`src/sv/fpp_pkg.sv`:
```
`default_nettype none
// ----------------------------------------------------------------------------
// fpp_pkg
// Shared types, register indexes and the CRC-16/CCITT-FALSE byte update for
// the framed packet parser.
// ----------------------------------------------------------------------------
package fpp_pkg;

	// Configuration register indexes
	localparam int CFG_IDX_W = 1;
	localparam logic [CFG_IDX_W-1:0] REG_SOF_FIRST  = 1'b0;
	localparam logic [CFG_IDX_W-1:0] REG_SOF_SECOND = 1'b1;

	// Reset values of the start-of-frame markers
	localparam logic [7:0] SOF_FIRST_RST  = 8'hAA;
	localparam logic [7:0] SOF_SECOND_RST = 8'h55;

	// CRC-16/CCITT-FALSE
	localparam logic [15:0] CRC_POLY = 16'h1021;
	localparam logic [15:0] CRC_INIT = 16'hFFFF;

	// Captured frame header, handed from the parser to the drain unit
	typedef struct packed {
		logic [7:0] dest;
		logic [7:0] src;
		logic [7:0] seq;
		logic [7:0] cmd;
		logic [6:0] len;
	} hdr_t;

	// Advance the CRC by one byte, MSB first, no reflection
	function automatic logic [15:0] crc16_byte(input logic [15:0] crc, input logic [7:0] b);
		logic [15:0] c;
		c = crc ^ {b, 8'h00};
		for (int k = 0; k < 8; k++) begin
			c = c[15] ? ((c << 1) ^ CRC_POLY) : (c << 1);
		end
		return c;
	endfunction

endpackage
`default_nettype wire

```
`src/sv/fpp_payload_mem.sv`:
```
`default_nettype none
// ----------------------------------------------------------------------------
// fpp_payload_mem
// Payload byte store: one write port, one read port with registered data.
// ----------------------------------------------------------------------------
module fpp_payload_mem #(
	parameter int DEPTH = 64,
	parameter int AW    = 6
) (
	input  wire logic          clk,
	input  wire logic          wr_en,
	input  wire logic [AW-1:0] wr_addr,
	input  wire logic [7:0]    wr_data,
	input  wire logic          rd_en,
	input  wire logic [AW-1:0] rd_addr,
	output logic      [7:0]    rd_data
);

	logic [7:0] mem_q [DEPTH];

	// Write a captured payload byte
	always_ff @(posedge clk) begin
		if (wr_en) begin
			mem_q[wr_addr] <= wr_data;
		end
	end

	// Registered read; hold the data between reads
	always_ff @(posedge clk) begin
		if (rd_en) begin
			rd_data <= mem_q[rd_addr];
		end
	end

endmodule
`default_nettype wire

```
`src/sv/fpp_parser.sv`:
```
`default_nettype none
// ----------------------------------------------------------------------------
// fpp_parser
// Byte-level frame parser: start-of-frame hunt, header capture, payload
// write into the store, CRC accumulation and check. Holds the config regs.
// ----------------------------------------------------------------------------
module fpp_parser
	import fpp_pkg::*;
#(
	parameter int MAX_PAYLOAD = 64,
	parameter int AW          = 6
) (
	input  wire logic                 clk,
	input  wire logic                 arst_n,
	input  wire logic                 rx_fire,
	input  wire logic [7:0]           rx_byte,
	input  wire logic                 cfg_fire,
	input  wire logic [CFG_IDX_W-1:0] cfg_index,
	input  wire logic [7:0]           cfg_data,
	output logic                      wr_en,
	output logic      [AW-1:0]        wr_addr,
	output logic      [7:0]           wr_data,
	output logic                      start_q,
	output hdr_t                      hdr_q
);

	localparam logic [3:0] PH_SOF1 = 4'd0;
	localparam logic [3:0] PH_SOF2 = 4'd1;
	localparam logic [3:0] PH_DEST = 4'd2;
	localparam logic [3:0] PH_SRC  = 4'd3;
	localparam logic [3:0] PH_SEQ  = 4'd4;
	localparam logic [3:0] PH_CMD  = 4'd5;
	localparam logic [3:0] PH_LEN  = 4'd6;
	localparam logic [3:0] PH_DATA = 4'd7;
	localparam logic [3:0] PH_CRCL = 4'd8;
	localparam logic [3:0] PH_CRCH = 4'd9;

	logic [7:0]  sof_first_q;
	logic [7:0]  sof_second_q;
	logic [3:0]  phase_q;
	logic [6:0]  count_q;
	logic [15:0] crc_q;
	logic [7:0]  crc_low_q;
	logic [15:0] crc_nxt;
	logic [6:0]  count_nxt;
	logic [3:0]  hunt_phase;

	assign crc_nxt    = crc16_byte(crc_q, rx_byte);
	assign count_nxt  = count_q + 7'd1;
	assign hunt_phase = (rx_byte == sof_first_q) ? PH_SOF2 : PH_SOF1;

	// Store payload bytes as they arrive
	assign wr_en   = rx_fire && (phase_q == PH_DATA);
	assign wr_addr = count_q[AW-1:0];
	assign wr_data = rx_byte;

	// Configuration registers
	always_ff @(posedge clk or negedge arst_n) begin
		if (!arst_n) begin
			sof_first_q  <= SOF_FIRST_RST;
			sof_second_q <= SOF_SECOND_RST;
		end else if (cfg_fire) begin
			case (cfg_index)
				REG_SOF_FIRST:  sof_first_q  <= cfg_data;
				REG_SOF_SECOND: sof_second_q <= cfg_data;
				default: ;
			endcase
		end
	end

	// Parser state machine
	always_ff @(posedge clk or negedge arst_n) begin
		if (!arst_n) begin
			phase_q   <= PH_SOF1;
			count_q   <= '0;
			crc_q     <= CRC_INIT;
			crc_low_q <= '0;
			start_q   <= 1'b0;
			hdr_q     <= '0;
		end else begin
			start_q <= 1'b0;
			if (rx_fire) begin
				case (phase_q)
					PH_SOF1: begin
						phase_q <= hunt_phase;
					end
					PH_SOF2: begin
						crc_q   <= CRC_INIT;
						count_q <= '0;
						phase_q <= (rx_byte == sof_second_q) ? PH_DEST : hunt_phase;
					end
					PH_DEST: begin
						hdr_q.dest <= rx_byte;
						crc_q      <= crc_nxt;
						phase_q    <= PH_SRC;
					end
					PH_SRC: begin
						hdr_q.src <= rx_byte;
						crc_q     <= crc_nxt;
						phase_q   <= PH_SEQ;
					end
					PH_SEQ: begin
						hdr_q.seq <= rx_byte;
						crc_q     <= crc_nxt;
						phase_q   <= PH_CMD;
					end
					PH_CMD: begin
						hdr_q.cmd <= rx_byte;
						crc_q     <= crc_nxt;
						phase_q   <= PH_LEN;
					end
					PH_LEN: begin
						count_q <= '0;
						// Drop an oversize frame and hunt again
						if (rx_byte > 8'(MAX_PAYLOAD)) begin
							crc_q   <= CRC_INIT;
							phase_q <= hunt_phase;
						end else begin
							crc_q     <= crc_nxt;
							hdr_q.len <= rx_byte[6:0];
							phase_q   <= (rx_byte == 8'd0) ? PH_CRCL : PH_DATA;
						end
					end
					PH_DATA: begin
						count_q <= count_nxt;
						crc_q   <= crc_nxt;
						if (count_nxt >= hdr_q.len) begin
							phase_q <= PH_CRCL;
						end
					end
					PH_CRCL: begin
						crc_low_q <= rx_byte;
						phase_q   <= PH_CRCH;
					end
					PH_CRCH: begin
						count_q   <= '0;
						crc_q     <= CRC_INIT;
						crc_low_q <= '0;
						// Good CRC releases the frame; a bad one restarts the hunt
						if ({rx_byte, crc_low_q} == crc_q) begin
							start_q <= 1'b1;
							phase_q <= PH_SOF1;
						end else begin
							phase_q <= hunt_phase;
						end
					end
					default: begin
						phase_q   <= PH_SOF1;
						count_q   <= '0;
						crc_q     <= CRC_INIT;
						crc_low_q <= '0;
					end
				endcase
			end
		end
	end

endmodule
`default_nettype wire

```
`src/sv/fpp_drain.sv`:
```
`default_nettype none
// ----------------------------------------------------------------------------
// fpp_drain
// Walks the payload store after a good frame, one read per cycle while the output
// is not stalled, and presents one result per byte (a single result for an empty frame) through an output register.
// ----------------------------------------------------------------------------
module fpp_drain
	import fpp_pkg::*;
#(
	parameter int AW = 6
) (
	input  wire logic          clk,
	input  wire logic          arst_n,
	input  wire logic          start,
	input  wire hdr_t          hdr,
	output logic               rd_en,
	output logic     [AW-1:0]  rd_addr,
	input  wire logic [7:0]    rd_data,
	output logic               busy,
	output logic               out_valid,
	input  wire logic          out_ready,
	output logic     [7:0]     destination,
	output logic     [7:0]     source,
	output logic     [7:0]     sequence_res,
	output logic     [7:0]     command,
	output logic     [6:0]     frame_length,
	output logic               payload_present,
	output logic     [7:0]     payload_byte,
	output logic     [5:0]     payload_position,
	output logic               last
);

	logic       active_q;
	logic [6:0] idx_q;
	logic       valid_s1;
	logic       present_s1;
	logic       last_s1;
	logic [5:0] pos_s1;
	logic       move_s1;
	logic       issue;
	logic       is_last;
	logic       nonempty;

	assign nonempty = (hdr.len != 7'd0);
	assign is_last  = !nonempty || ((idx_q + 7'd1) == hdr.len);
	assign move_s1  = valid_s1 && (!out_valid || out_ready);
	assign issue    = active_q && (!valid_s1 || move_s1);

	assign rd_en   = issue && nonempty;
	assign rd_addr = idx_q[AW-1:0];
	assign busy    = active_q || valid_s1;

	// Read sequencer
	always_ff @(posedge clk or negedge arst_n) begin
		if (!arst_n) begin
			active_q <= 1'b0;
			idx_q    <= '0;
		end else if (start) begin
			active_q <= 1'b1;
			idx_q    <= '0;
		end else if (issue) begin
			idx_q <= idx_q + 7'd1;
			if (is_last) begin
				active_q <= 1'b0;
			end
		end
	end

	// Read stage: waits for the store data
	always_ff @(posedge clk or negedge arst_n) begin
		if (!arst_n) begin
			valid_s1 <= 1'b0;
		end else if (issue) begin
			valid_s1 <= 1'b1;
		end else if (move_s1) begin
			valid_s1 <= 1'b0;
		end
	end

	always_ff @(posedge clk) begin
		if (issue) begin
			present_s1 <= nonempty;
			last_s1    <= is_last;
			pos_s1     <= idx_q[5:0];
		end
	end

	// Output register
	always_ff @(posedge clk or negedge arst_n) begin
		if (!arst_n) begin
			out_valid <= 1'b0;
		end else if (move_s1) begin
			out_valid <= 1'b1;
		end else if (out_ready) begin
			out_valid <= 1'b0;
		end
	end

	always_ff @(posedge clk) begin
		if (move_s1) begin
			destination      <= hdr.dest;
			source           <= hdr.src;
			sequence_res     <= hdr.seq;
			command          <= hdr.cmd;
			frame_length     <= hdr.len;
			payload_present  <= present_s1;
			payload_byte     <= present_s1 ? rd_data : 8'd0;
			payload_position <= pos_s1;
			last             <= last_s1;
		end
	end

endmodule
`default_nettype wire

```
`src/sv/framed_packet_parser_crc16.sv`:
```
`default_nettype none
// ----------------------------------------------------------------------------
// framed_packet_parser_crc16
// Start-of-frame hunting packet parser with CRC-16/CCITT-FALSE check; good
// frames come out as one result per payload byte from the payload store (one result for an empty frame).
// ----------------------------------------------------------------------------
//  channel  direction  handshake              payload
//  rx       in         rx_valid / rx_ready    rx_byte
//  cfg      in         cfg_valid / cfg_ready  cfg_index, cfg_data
//  out      out        out_valid / out_ready  header fields, payload byte, last
//
//  A received byte is taken on each rx handshake; the parser never stalls while hunting
//  or capturing. After the CRC byte of a good frame, rx_ready drops while the
//  header is handed off, the store is read once per payload byte, and the last
//  read data moves into the output register. Output backpressure extends that stall.
//  Reset clears control state only; the payload store needs no clearing pass.
//  cfg_ready is always high.
// ----------------------------------------------------------------------------
module framed_packet_parser_crc16
	import fpp_pkg::*;
#(
	parameter int MAX_PAYLOAD = 64
) (
	input  wire logic                 clk,
	input  wire logic                 arst_n,
	input  wire logic                 rx_valid,
	output logic                      rx_ready,
	input  wire logic [7:0]           rx_byte,
	input  wire logic                 cfg_valid,
	output logic                      cfg_ready,
	input  wire logic [CFG_IDX_W-1:0] cfg_index,
	input  wire logic [7:0]           cfg_data,
	output logic                      out_valid,
	input  wire logic                 out_ready,
	output logic      [7:0]           destination,
	output logic      [7:0]           source,
	output logic      [7:0]           sequence_res,
	output logic      [7:0]           command,
	output logic      [6:0]           frame_length,
	output logic                      payload_present,
	output logic      [7:0]           payload_byte,
	output logic      [5:0]           payload_position,
	output logic                      last
);

	localparam int AW = (MAX_PAYLOAD > 1) ? $clog2(MAX_PAYLOAD) : 1;

	logic          start;
	hdr_t          hdr;
	logic          busy;
	logic          wr_en;
	logic [AW-1:0] wr_addr;
	logic [7:0]    wr_data;
	logic          rd_en;
	logic [AW-1:0] rd_addr;
	logic [7:0]    rd_data;
	logic          rx_fire;

	// Hold off new bytes while a frame is being read out of the store
	assign rx_ready  = !(start || busy);
	assign rx_fire   = rx_valid && rx_ready;
	assign cfg_ready = 1'b1;

	fpp_parser #(
		.MAX_PAYLOAD (MAX_PAYLOAD),
		.AW          (AW)
	) u_parser (
		.clk       (clk),
		.arst_n    (arst_n),
		.rx_fire   (rx_fire),
		.rx_byte   (rx_byte),
		.cfg_fire  (cfg_valid && cfg_ready),
		.cfg_index (cfg_index),
		.cfg_data  (cfg_data),
		.wr_en     (wr_en),
		.wr_addr   (wr_addr),
		.wr_data   (wr_data),
		.start_q   (start),
		.hdr_q     (hdr)
	);

	fpp_payload_mem #(
		.DEPTH (MAX_PAYLOAD),
		.AW    (AW)
	) u_mem (
		.clk     (clk),
		.wr_en   (wr_en),
		.wr_addr (wr_addr),
		.wr_data (wr_data),
		.rd_en   (rd_en),
		.rd_addr (rd_addr),
		.rd_data (rd_data)
	);

	fpp_drain #(
		.AW (AW)
	) u_drain (
		.clk              (clk),
		.arst_n           (arst_n),
		.start            (start),
		.hdr              (hdr),
		.rd_en            (rd_en),
		.rd_addr          (rd_addr),
		.rd_data          (rd_data),
		.busy             (busy),
		.out_valid        (out_valid),
		.out_ready        (out_ready),
		.destination      (destination),
		.source           (source),
		.sequence_res     (sequence_res),
		.command          (command),
		.frame_length     (frame_length),
		.payload_present  (payload_present),
		.payload_byte     (payload_byte),
		.payload_position (payload_position),
		.last             (last)
	);

	// A new frame never starts while the previous one is still being read
	assert property (@(posedge clk) disable iff (!arst_n) start |-> !busy)
		else $error("frame start while drain busy");

	// The store is never written while it is being read out
	assert property (@(posedge clk) disable iff (!arst_n) wr_en |-> !busy && !start)
		else $error("payload write during drain");

	// An empty-frame result is always the only and last one
	assert property (@(posedge clk) disable iff (!arst_n)
		out_valid && !payload_present |-> last && frame_length == 7'd0)
		else $error("empty frame result malformed");

	// The last payload result sits at the final position of the frame
	assert property (@(posedge clk) disable iff (!arst_n)
		out_valid && payload_present && last |-> payload_position == 6'(frame_length - 7'd1))
		else $error("last flag at wrong position");

endmodule
`default_nettype wire
```
`config.mk`:
```
export PLATFORM = sky130hd
export DESIGN_NAME = framed_packet_parser_crc16
export DESIGN_NICKNAME = d
export VERILOG_FILES = /design/src/sv/fpp_pkg.sv /design/src/sv/fpp_payload_mem.sv /design/src/sv/fpp_parser.sv /design/src/sv/fpp_drain.sv /design/src/sv/framed_packet_parser_crc16.sv
export SDC_FILE = /design/constraint.sdc
export NUM_CORES = 1
export LEC_CHECK = 0
export BUFFER_PORTS_ARGS = -buffer_cell sky130_fd_sc_hd__buf_4
export CAP_MARGIN = 20
export CORE_MARGIN = 4
export CORE_UTILIZATION = 56
export DETAILED_ROUTE_END_ITERATION = 16
export GPL_TIMING_DRIVEN = 1
export HOLD_SLACK_MARGIN = 0.12
export MAX_ROUTING_LAYER = met4
export PLACE_DENSITY = 0.76
export SYNTH_ARGS = -nofsm -noshare
export SYNTH_HDL_FRONTEND = slang
export SYNTH_SLANG_ARGS = --single-unit
```
`constraint.sdc`:
```
create_clock -name clk -period 3.15 [get_ports clk]
set_input_delay 0.315 -clock clk [delete_from_list [all_inputs] [get_ports clk]]
set_output_delay 0.315 -clock clk [all_outputs]
set_load 0.005 [all_outputs]
```
==> qor.yml, run 1 <==
cts:
  worstSkewPairLatency_ps: 610
  cts.clk_slew.worst_paths_ps: 60
  htree_levels: 3
  cts_tree: "yes"
  clock_path_buffers: 3
  cts.sink_count: 684
  post-cts-setup-buffers: 0
  cts_buffers: 70
  post_cts_resized: 0
  cts-root-buf: "clkbuf_16"
floorplan:
  die_area_um2: 52600
  fp.coreArea_um2: 48000
  initial_core_util: 0.570
  io_pins: 80
  die_width_um: 229
  die_h_um: 229
  num_rows: 80
drt:
  drc_errors: 0
  wl_per_cell_um: 26.8
  ant_nets: 0
  num_vias: 15184
  drtIter0Drc: 1776
  viasPerCell: 6.29
  routed_wl_um: 64600
  drt_pass1_iterations: 5
critical_path:
  timing.rr.start: "u_drain.idx_q[0]"
  end_kind: "flip-flop"
  cp_cell_sequence: "buf_12 > buf_12 > mux4_2 > nor3_1 > nor4_1 > nor3_1 > o22ai_1"
  cp.required_ps: 3490
  rrSetupSlack_ps: 210
  critical_path.top_delay_family: "simple AND/OR/NAND/NOR gates"
  max_stage_delay_ps: 670
  slowest_stage: "dfrtp_4"
  criticalPathCategory: "flip-flop to flip-flop"
  crit_buf_inv: 2
  startpoint: "u_drain.idx_q[0]"
  crit_end: "u_mem.rd_data[5]"
  path_depth: 7
  cp-start-kind: "flip-flop"
  cp.arrival_ps: 3280
  crit_fanout: 25
  r2r-end: "u_mem.rd_data[5]"
  ff2ff_path_depth: 7
hold_path:
  hold_path_class: "input port to flip-flop"
outcome:
  status: "finished clean"
power_and_ir_drop:
  intPower_w: 0.0157
  leakage_nw: 10.7
  peakVddDrop_mv: 0.358
  clock_power_share: 0.417
  power_switching_w: 0.00424
  power.density_nw_per_um2: 626
  p_sw_frac: 0.212
  pwr-share-comb: 0.059
  seqPwrFrac: 0.524
yosys:
  synth_compound_area_frac: 0.0459
  synthTopCellsByArea: "edfxtp_1 64%, mux4_2 8.9%, dfrtp_1 7.0%"
  synth_nets: 1560
  yosysTopAreaCell: "edfxtp_1"
  synth_cell_types: 74
  synth.top_cell.area_share: 0.639
  synth_fa_ha_area_frac: 0.00411
  synth_common_cells: "583 x edfxtp_1, 114 x nor2_1, 108 x mux4_2, 77 x dfrtp_1, 59 x nand2_1"
  synth_top_family_by_area: "multiplexers"
  synth_flop_cell: "edfxtp_1"
  synth_xor_area_frac: 0.0214
  synthCells: 1529
  async_flop_share: 0.148
  synth_area_per_cell_um2: 17.9
  synth-edff-count: 583
  synth_area_um2: 27400
  synth.ff_latch_count: 684
  synthesis.yosys.warnings: 0
  synthSimpleGateAreaFrac: 0.0527
  synth.most_common_cell: "edfxtp_1"
  muxShareOfSynthArea: 0.124
  ys_seq_area_frac: 0.732
finish:
  design_area_um2: 31900
  nNetsFinal: 1776
  reg_top3: "u_mem.mem_q (512), u_parser.hdr_q (39), u_parser.crc_q (16)"
  largest_reg_flops: 512
  fin_cells: 2415
  drive_above_1_share: 0.278
  regMostFlops: "u_mem.mem_q"
  area_delta_synth_final_pct: 16.2
sta:
  setup_tns_ps: 0
  rsz0062_at_grt: "no"
  report.final.slew_viol_count: 0
  finalSetupViolCount: 0
  fmax_ghz: 0.341
  fin_crit_ps: 2940
  max-slew-margin-rel: 0.290
  fin_crit_sh: 0.932
  hold_violations: 0
  worst_pin_slew_ps: 1060
  finalClockSkew_ps: 22.0
place:
  dpl_cell_area_um2: 29400
  place_hpwl_um: 40800
  dp.cells: 2273
  place.gp.congestion: 0.900
  port-buffer-count: 78
grt:
  antenna_found_initial: 3
  grt_max_degree: 72
  globalRouteOverflowTotal: 0
  grt_pass1_wl_um: 98000
  grt_pass1_vias: 15450
  grt.total_usage: 0.256
job:
  maxCapViolCount: 0
==> per-stage QoR <==
step	total power [W]	hold WS, ps	setup slack [ps]	utilization
floorplan	0.0114	19.4	739	-
global placement	0.0117	377	339	0.612
detailed placement	0.0118	379	246	0.612
CTS	0.0201	158	225	0.663
global route	0.0206	174	136	0.663
finish	0.0199	167	214	0.663
==> per-layer routing <==
metal | vias up | part of all wire | global-route usage | wire length (µm)
met5 | - | 0 | - | 0
met2 | 836 | 0.48 | 0.395 | 31100
met4 | 0 | 0.030 | 0.0850 | 1940
li1 | 6470 | - | - | -
met1 | 7756 | 0.39 | 0.349 | 25500
met3 | 122 | 0.094 | 0.0490 | 6050
==> cell families after synthesis <==
logic type      Yosys count
mux                     195
other cells               1
flops                   684
compound gates          187
simple gates            290
fa+ha+maj                 9
xor+xnor                 67
buf+inv                  96
==> cell type report <==
type / instances / area (µm²)
clock inverters: 42 / 480
multi-input cells: 749 / 6800
inverters: 10 / 37.5
flip-flops and latches: 684 / 20100
well taps: 615 / 769
clock buffers: 83 / 1820
fillers: 3101 / 16200
repair buffers: 230 / 1880
diodes: 2 / 5.00
==> placed cells by master (no fill, tap or decap), types with 13 or more instances in the layout <==
cell           count
a21oi_1           40
a22oi_1           29
buf_4            206
clkbuf_16         71
clkinv_1          13
dfrtp_1           74
dfstp_2           24
dlygate4sd3_1     15
edfxtp_1         583
mux2_1            34
mux2_2            32
mux2i_1           21
mux4_2           108
nand2_1           59
nor2_1           114
nor2b_1           21
nor3_1            17
nor4_1            13
o21ai_0           19
xnor2_1           44
xor2_1            23
==> worst min-delay path by stage <==
stage                         endpoint  slack, ps       start  cells past startpoint
finish              u_mem.mem_q[22][2]        170  rx_byte[2]                      1
global route        u_mem.mem_q[22][2]        170  rx_byte[2]                      1
global placement    u_parser.hdr_q[19]        380      arst_n                      1
detailed placement  u_parser.hdr_q[19]        380      arst_n                      1
CTS                 u_mem.mem_q[22][2]        160  rx_byte[2]                      1
floorplan             u_drain.active_q         20      arst_n                      0
==> power groups by stage <==
stage,logic [W],clock network (W),registers (W)
CTS,0.00118,0.00843,0.0105
detailed placement,0.00115,0,0.0106
floorplan,0.000797,0,0.0106
global route,0.00128,0.00884,0.0105
finish,0.00118,0.00831,0.0105
global placement,0.00110,0,0.0106
==> timing repair <==
item | 4_1_cts | 5_1_grt
hold buffers | 15 | 0
endpoints found under the hold margin | 70 | 0
setup endpoints to repair | 0 | 0
Note: power is estimated with default switching activity, not from simulation.
==> inputs of run 2 (changes only) <==
--- a/config.mk
+++ b/config.mk
@@ -5,15 +5,17 @@
 export SDC_FILE = /design/constraint.sdc
 export NUM_CORES = 1
 export LEC_CHECK = 0
+export ABC_AREA = 0
 export BUFFER_PORTS_ARGS = -buffer_cell sky130_fd_sc_hd__buf_4
 export CAP_MARGIN = 20
-export CORE_MARGIN = 4
-export CORE_UTILIZATION = 56
+export CELL_PAD_IN_SITES_DETAIL_PLACEMENT = 1
+export CELL_PAD_IN_SITES_GLOBAL_PLACEMENT = 1
+export CORE_UTILIZATION = 49
 export DETAILED_ROUTE_END_ITERATION = 16
 export GPL_TIMING_DRIVEN = 1
 export HOLD_SLACK_MARGIN = 0.12
 export MAX_ROUTING_LAYER = met4
-export PLACE_DENSITY = 0.76
+export PLACE_DENSITY_LB_ADDON = 0.1
 export SYNTH_ARGS = -nofsm -noshare
 export SYNTH_HDL_FRONTEND = slang
 export SYNTH_SLANG_ARGS = --single-unit
==> run 2 against run 1 <==
Design area increased by 0.80%. Clock skew increased by 1.3 ps. Sequential cell count unchanged. Sequential share of layout area decreased by 0.50 points. Largest power group unchanged. Critical path type unchanged. Global-route usage increased by 1.4 points. Count of clock-buffer cells in the layout increased by 11. Final cell count increased by 6.0%. Clock power increased by 2%. Sequential power about the same. Largest cell class unchanged. Via count decreased by 0.65%. Hold slack got worse by 13 ps. Non-clock buffer count increased by 10.
==> qor.yml, run 2 (synthesis gave the netlist of run 1 again) <==
outcome:
  status: "finished clean"  # unchanged
floorplan:
  die_area_um2: 56900  # was 52600 µm²
  initial_core_util: 0.497  # was 0.570
  io_pins: 80  # unchanged
  die_width_um: 239  # was 229 µm
  die_h_um: 239  # was 229 µm
  fp.coreArea_um2: 55200  # was 48000 µm²
  num_rows: 86  # was 80
critical_path:
  max_stage_delay_ps: 720  # was 670 ps
  rrSetupSlack_ps: 220  # was 210 ps
  crit_top_cell: "a21oi_1"
  cp.required_ps: 3490  # about the same
  critical_path.top_delay_family: "compound AO/OA/AOI/OAI gates"  # was simple AND/OR/NAND/NOR gates
  criticalPathCategory: "flip-flop to flip-flop"  # unchanged
  cp.arrival_ps: 3280  # about the same
  path_depth: 6  # was 7
  crit_fanout: 39  # was 25
  cp_cell_sequence: "buf_12 > mux4_2 > a22oi_1 > a21oi_1 > a21oi_1 > o22ai_1"  # was buf_12 > buf_12 > mux4_2 > nor3_1 > nor4_1 > nor3_1 > o22ai_1
  ff2ff_path_depth: 6  # was 7
  end_kind: "flip-flop"  # unchanged
  cp-start-kind: "flip-flop"  # unchanged
  crit_buf_inv: 1  # was 2
  slowest_stage: "dfrtp_4"  # unchanged
sta:
  hold_violations: 0  # unchanged
  finalSetupViolCount: 0  # unchanged
  rsz0062_at_grt: "no"  # unchanged
  finalClockSkew_ps: 23.3  # was 22.0 ps
  max-slew-margin-rel: 0.436  # was 0.290
  setup_ws_ps: 216  # was 214 ps
  setup_tns_ps: 0  # unchanged
  fin_crit_sh: 0.931  # was 0.932
  fmax_ghz: 0.341  # about the same
  worst_pin_slew_ps: 846  # was 1060 ps
  holdWs_ps: 154  # was 167 ps
  fin_crit_ps: 2930  # was 2940 ps
  report.final.slew_viol_count: 0  # unchanged
drt:
  drc_errors: 0  # unchanged
  drt_pass1_iterations: 7  # was 5
  routed_wl_um: 72300  # was 64600 µm
  wl_per_cell_um: 28.2  # was 26.8 µm
  drtIter0Drc: 1319  # was 1776
  ant_nets: 0  # unchanged
  viasPerCell: 5.89  # was 6.29
  num_vias: 15085  # was 15.2k
finish:
  layout_commonest_cell: "edfxtp_1"  # unchanged
  reg_top3: "u_mem.mem_q (512), u_parser.hdr_q (39), u_parser.crc_q (16)"  # unchanged
  fillers: 4921  # was 3101
  nNetsFinal: 1788  # was 1776
  area_delta_synth_final_pct: 17.2  # was 16.2%
  fin_util: 0.582  # was 0.663
  drive_above_1_share: 0.284  # was 0.278
  largest_reg_flops: 512  # unchanged
  final_cell_mix: "583 x edfxtp_1, 220 x buf_4, 114 x nor2_1"  # was 583 x edfxtp_1, 206 x buf_4, 114 x nor2_1
  regMostFlops: "u_mem.mem_q"  # unchanged
cts:
  post_cts_resized: 0  # unchanged
  htree_levels: 3  # unchanged
  cts-root-buf: "clkbuf_16"  # unchanged
  cts_buffers: 72  # was 70
  post-cts-setup-buffers: 0  # unchanged
  cts_tree: "yes"  # unchanged
  clock_path_buffers: 3  # unchanged
  cts.clk_slew.worst_paths_ps: 60  # about the same
  cts.sink_count: 684  # unchanged
  cts_hold_buffers: 12  # was 15
  worstSkewPairLatency_ps: 620  # was 610 ps
grt:
  grt.total_usage: 0.269  # was 0.256
  grt_max_degree: 72  # unchanged
  grt_pass1_vias: 15691  # was 15.5k
  globalRouteOverflowTotal: 0  # unchanged
  antenna_found_initial: 6  # was 3
  grt_pass1_wl_um: 106000  # was 98000 µm
power_and_ir_drop:
  peakVddDrop_mv: 0.513  # was 0.358 mV
  power.density_nw_per_um2: 628  # was 626 nW/µm²
  power_w: 0.0202  # was 0.0199 W
  leakage_nw: 10.8  # was 10.7 nW
job:
  maxCapViolCount: 0  # unchanged
hold_path:
  hold_path_class: "input port to flip-flop"  # unchanged
  min_path_cells: 4  # was 1
place:
  pre_cts_slack_ps: 200  # was 246 ps
  port-buffer-count: 78  # unchanged
  place_hpwl_um: 46800  # was 40800 µm
  place.gp.congestion: 0.871  # was 0.900
-- run 2: cell type report --
type	instances	area, µm²	share of cell area
Antenna cell	1	2.50	0.0000779
Clock buffer	94	1950	0.0606
Clock inverter	35	390	0.0122
Inverter	10	37.5	0.00117
Multi-Input combinational cell	749	6800	0.212
Sequential cell	684	20100	0.625
Tap cell	748	936	0.0291
Timing Repair Buffer	240	1930	0.0601
-- run 2: report_power, final --
group | total (W) | internal [W] | switching (W)
Sequential | 0.0105 | 0.0102 | 0.000209
Combinational | 0.00125 | 0.000518 | 0.000727
Clock | 0.00846 | 0.00502 | 0.00344
-- run 2: worst register-to-register path, stage by stage (launching register included) --
cell     delay [ps]
dfrtp_4         720
buf_12          370
mux4_2          630
a22oi_1         480
a21oi_1         140
a21oi_1         220
o22ai_1         120
-- run 2: worst paths after layout --
check	from	endpoint
max in group asynchronous	arst_n	u_parser.crc_q[1]
max reg2reg	u_drain.idx_q[0]	u_mem.rd_data[6]
min reg2reg	u_drain.pos_s1[2]	u_drain.payload_position[2]
max	u_drain.idx_q[0]	u_mem.rd_data[6]
min in group asynchronous	arst_n	u_parser.hdr_q[14]
min	rx_byte[0]	u_parser.phase_q[3]
-- run 2: layer usage --
| layer | GRT usage | vias to the layer above | share of wire |
|---|---|---|---|
| met4 | 0.0880 | 0 | 0.029 |
| met3 | 0.0641 | 124 | 0.075 |
| met1 | 0.366 | 7967 | 0.43 |
| met5 | - | - | 0 |
| li1 | - | 6473 | - |
| met2 | 0.404 | 521 | 0.47 |
-- run 2: metrics by stage --
step | instance area (µm²) | instances
after global routing | 32100 | 2561
final | 32100 | 2561
after detailed placement | 29700 | 2419
after global placement | 29700 | 2419
after CTS | 32100 | 2560
after floorplan | 27400 | 1529
==> inputs of run 3 (changes only) <==
--- a/config.mk
+++ b/config.mk
@@ -10,7 +10,9 @@
 export CAP_MARGIN = 20
 export CELL_PAD_IN_SITES_DETAIL_PLACEMENT = 1
 export CELL_PAD_IN_SITES_GLOBAL_PLACEMENT = 1
-export CORE_UTILIZATION = 49
+export CORE_ASPECT_RATIO = 1.1
+export CORE_MARGIN = 5
+export CORE_UTILIZATION = 45
 export DETAILED_ROUTE_END_ITERATION = 16
 export GPL_TIMING_DRIVEN = 1
 export HOLD_SLACK_MARGIN = 0.12
==> run 3 against run 2 <==
Critical path depth did not move. Wire length fell by 1.4%. Worst setup slack improved by 41 ps. Sequential share of layout area fell by 0.25 points. Non-clock buffer count fell by 2.
==> qor.yml, run 3 (synthesis gave the netlist of run 1 again) <==
cts:
  cts.clk_slew.worst_paths_ps: 60  # about the same
  cts-root-buf: "clkbuf_16"  # unchanged
  post_cts_resized: 0  # unchanged
  cts_buffers: 72  # unchanged
  cts.sink_count: 684  # unchanged
  cts_tree: "yes"  # unchanged
  worstSkewPairLatency_ps: 610  # was 620 ps
  htree_levels: 3  # unchanged
  clock_path_buffers: 3  # unchanged
place:
  port-buffer-count: 78  # unchanged
  dp.cells: 2490  # was 2419
  place.gp.congestion: 0.818  # was 0.871
  dpl_cell_area_um2: 29700  # about the same
  place_hpwl_um: 46100  # was 46800 µm
  pre_cts_slack_ps: 220  # was 200 ps
sta:
  finalSetupViolCount: 0  # unchanged
  max-slew-margin-rel: 0.293  # was 0.436
  report.final.slew_viol_count: 0  # unchanged
  fin_crit_ps: 2890  # was 2930 ps
  worst_pin_slew_ps: 1060  # was 846 ps
  finalClockSkew_ps: 13.3  # was 23.3 ps
  fin_crit_sh: 0.918  # was 0.931
  fmax_ghz: 0.346  # was 0.341 GHz
  setup_ws_ps: 257  # was 216 ps
  rsz0062_at_grt: "no"  # unchanged
  hold_violations: 0  # unchanged
  setup_tns_ps: 0  # unchanged
power_and_ir_drop:
  power.density_nw_per_um2: 628  # about the same
  peakVddDrop_mv: 0.372  # was 0.513 mV
  leakage_nw: 10.8  # about the same
critical_path:
  crit_fanout: 28  # was 39
  critical_path.top_delay_family: "flip-flops"  # was compound AO/OA/AOI/OAI gates
  cp_cell_sequence: "buf_4 > mux4_2 > a22oi_1 > nand2_1 > a21oi_1 > o22ai_1"  # was buf_12 > mux4_2 > a22oi_1 > a21oi_1 > a21oi_1 > o22ai_1
  cp.arrival_ps: 3240  # was 3280 ps
  cp.required_ps: 3500  # was 3490 ps
  cp-start-kind: "flip-flop"  # unchanged
  criticalPathCategory: "flip-flop to flip-flop"  # unchanged
  slowest_stage: "dfrtp_4"  # unchanged
  crit_buf_inv: 1  # unchanged
  end_kind: "flip-flop"  # unchanged
  max_stage_delay_ps: 800  # was 720 ps
grt:
  grt.total_usage: 0.224  # was 0.269
  grt_pass1_wl_um: 106000  # about the same
  grt_max_degree: 68  # was 72
  grt_pass1_vias: 16008  # was 15.7k
  globalRouteOverflowTotal: 0  # unchanged
  antenna_found_initial: 2  # was 6
finish:
  regMostFlops: "u_mem.mem_q"  # unchanged
  drive_above_1_share: 0.281  # was 0.284
  area_delta_synth_final_pct: 17.6  # was 17.2%
  fin_cells: 2636  # was 2561
  diodes: 0  # was 1
  final_cell_mix: "583 x edfxtp_1, 215 x buf_4, 114 x nor2_1"  # was 583 x edfxtp_1, 220 x buf_4, 114 x nor2_1
  nNetsFinal: 1786  # was 1788
  layout_commonest_cell: "edfxtp_1"  # unchanged
  largest_reg_flops: 512  # unchanged
  reg_top3: "u_mem.mem_q (512), u_parser.hdr_q (39), u_parser.crc_q (16)"  # unchanged
  design_area_um2: 32200  # was 32100 µm²
  fin_util: 0.531  # was 0.582
drt:
  routed_wl_um: 71300  # was 72300 µm
  num_vias: 14729  # was 15.1k
  drt_pass1_iterations: 5  # was 7
  drc_errors: 0  # unchanged
  ant_nets: 0  # unchanged
  drtIter0Drc: 1279  # was 1319
  wl_per_cell_um: 27.1  # was 28.2 µm
  viasPerCell: 5.59  # was 5.89
job:
  maxCapViolCount: 0  # unchanged
floorplan:
  fp.coreArea_um2: 60700  # was 55200 µm²
  die_area_um2: 66000  # was 56900 µm²
  die_h_um: 269  # was 239 µm
  initial_core_util: 0.451  # was 0.497
  io_pins: 80  # unchanged
  num_rows: 95  # was 86
  die_width_um: 245  # was 239 µm
outcome:
  status: "finished clean"  # unchanged
hold_path:
  hold_path_class: "input port to flip-flop"  # unchanged
-- run 3: cell count changes in the layout (fill, tap and decap cells not counted), moves of 2 or more --
| cell | before | now |
|---|---|---|
| clkbuf_1 | 18 | 15 |
| dlygate4sd3_1 | 12 | 15 |
| buf_4 | 220 | 215 |
| clkinv_1 | 11 | 15 |
| clkbuf_16 | 74 | 77 |
| inv_6 | 3 | 1 |
-- run 3: area by class of cell --
class / instances / area (µm²)
fill: 5587 / 28500
sequential: 684 / 20100
multi-input combinational: 749 / 6800
clock buffer: 94 / 2010
timing repair buffer: 238 / 1920
tap: 824 / 1030
clock inverter: 37 / 369
inverter: 10 / 37.5
-- run 3: per-stage QoR --
stage               hold slack, ps  power (W)
floorplan                     19.4     0.0114
global placement               401     0.0118
detailed placement             405     0.0119
CTS                            161     0.0205
global route                   172     0.0210
finish                         188     0.0202
-- run 3: worst paths after layout --
kind	from	endpoint	slack [ps]	cells past startpoint
max reg2reg	u_drain.idx_q[0]	u_mem.rd_data[6]	260	6
min	rx_byte[1]	u_mem.mem_q[14][1]	190	1
min reg2reg	u_drain.pos_s1[0]	u_drain.payload_position[0]	420	0
max	u_drain.idx_q[0]	u_mem.rd_data[6]	260	6
max in group asynchronous	arst_n	u_parser.sof_second_q[6]	1930	3
min in group asynchronous	arst_n	u_parser.hdr_q[13]	310	2
-- run 3: power by group --
part | switching [W] | internal (W)
combinational | 0.000698 | 0.000516
sequential | 0.000213 | 0.0102
clock | 0.00348 | 0.00508
total | 0.00439 | 0.0158
-- run 3: repair_timing --
item / CTS / global route
endpoints found under the setup margin: 0 / 0
hold buffers: 15 / 0
hold endpoints to repair: 76 / 0
setup buffers: 0 / 0
-- run 3: per-layer routing --
| layer | track usage | routed length [µm] | part of all wire |
|---|---|---|---|
| met2 | 0.359 | 34800 | 0.49 |
| met3 | 0.0314 | 3220 | 0.045 |
| met5 | - | 0 | 0 |
| met1 | 0.302 | 31400 | 0.44 |
| met4 | 0.0719 | 1860 | 0.026 |
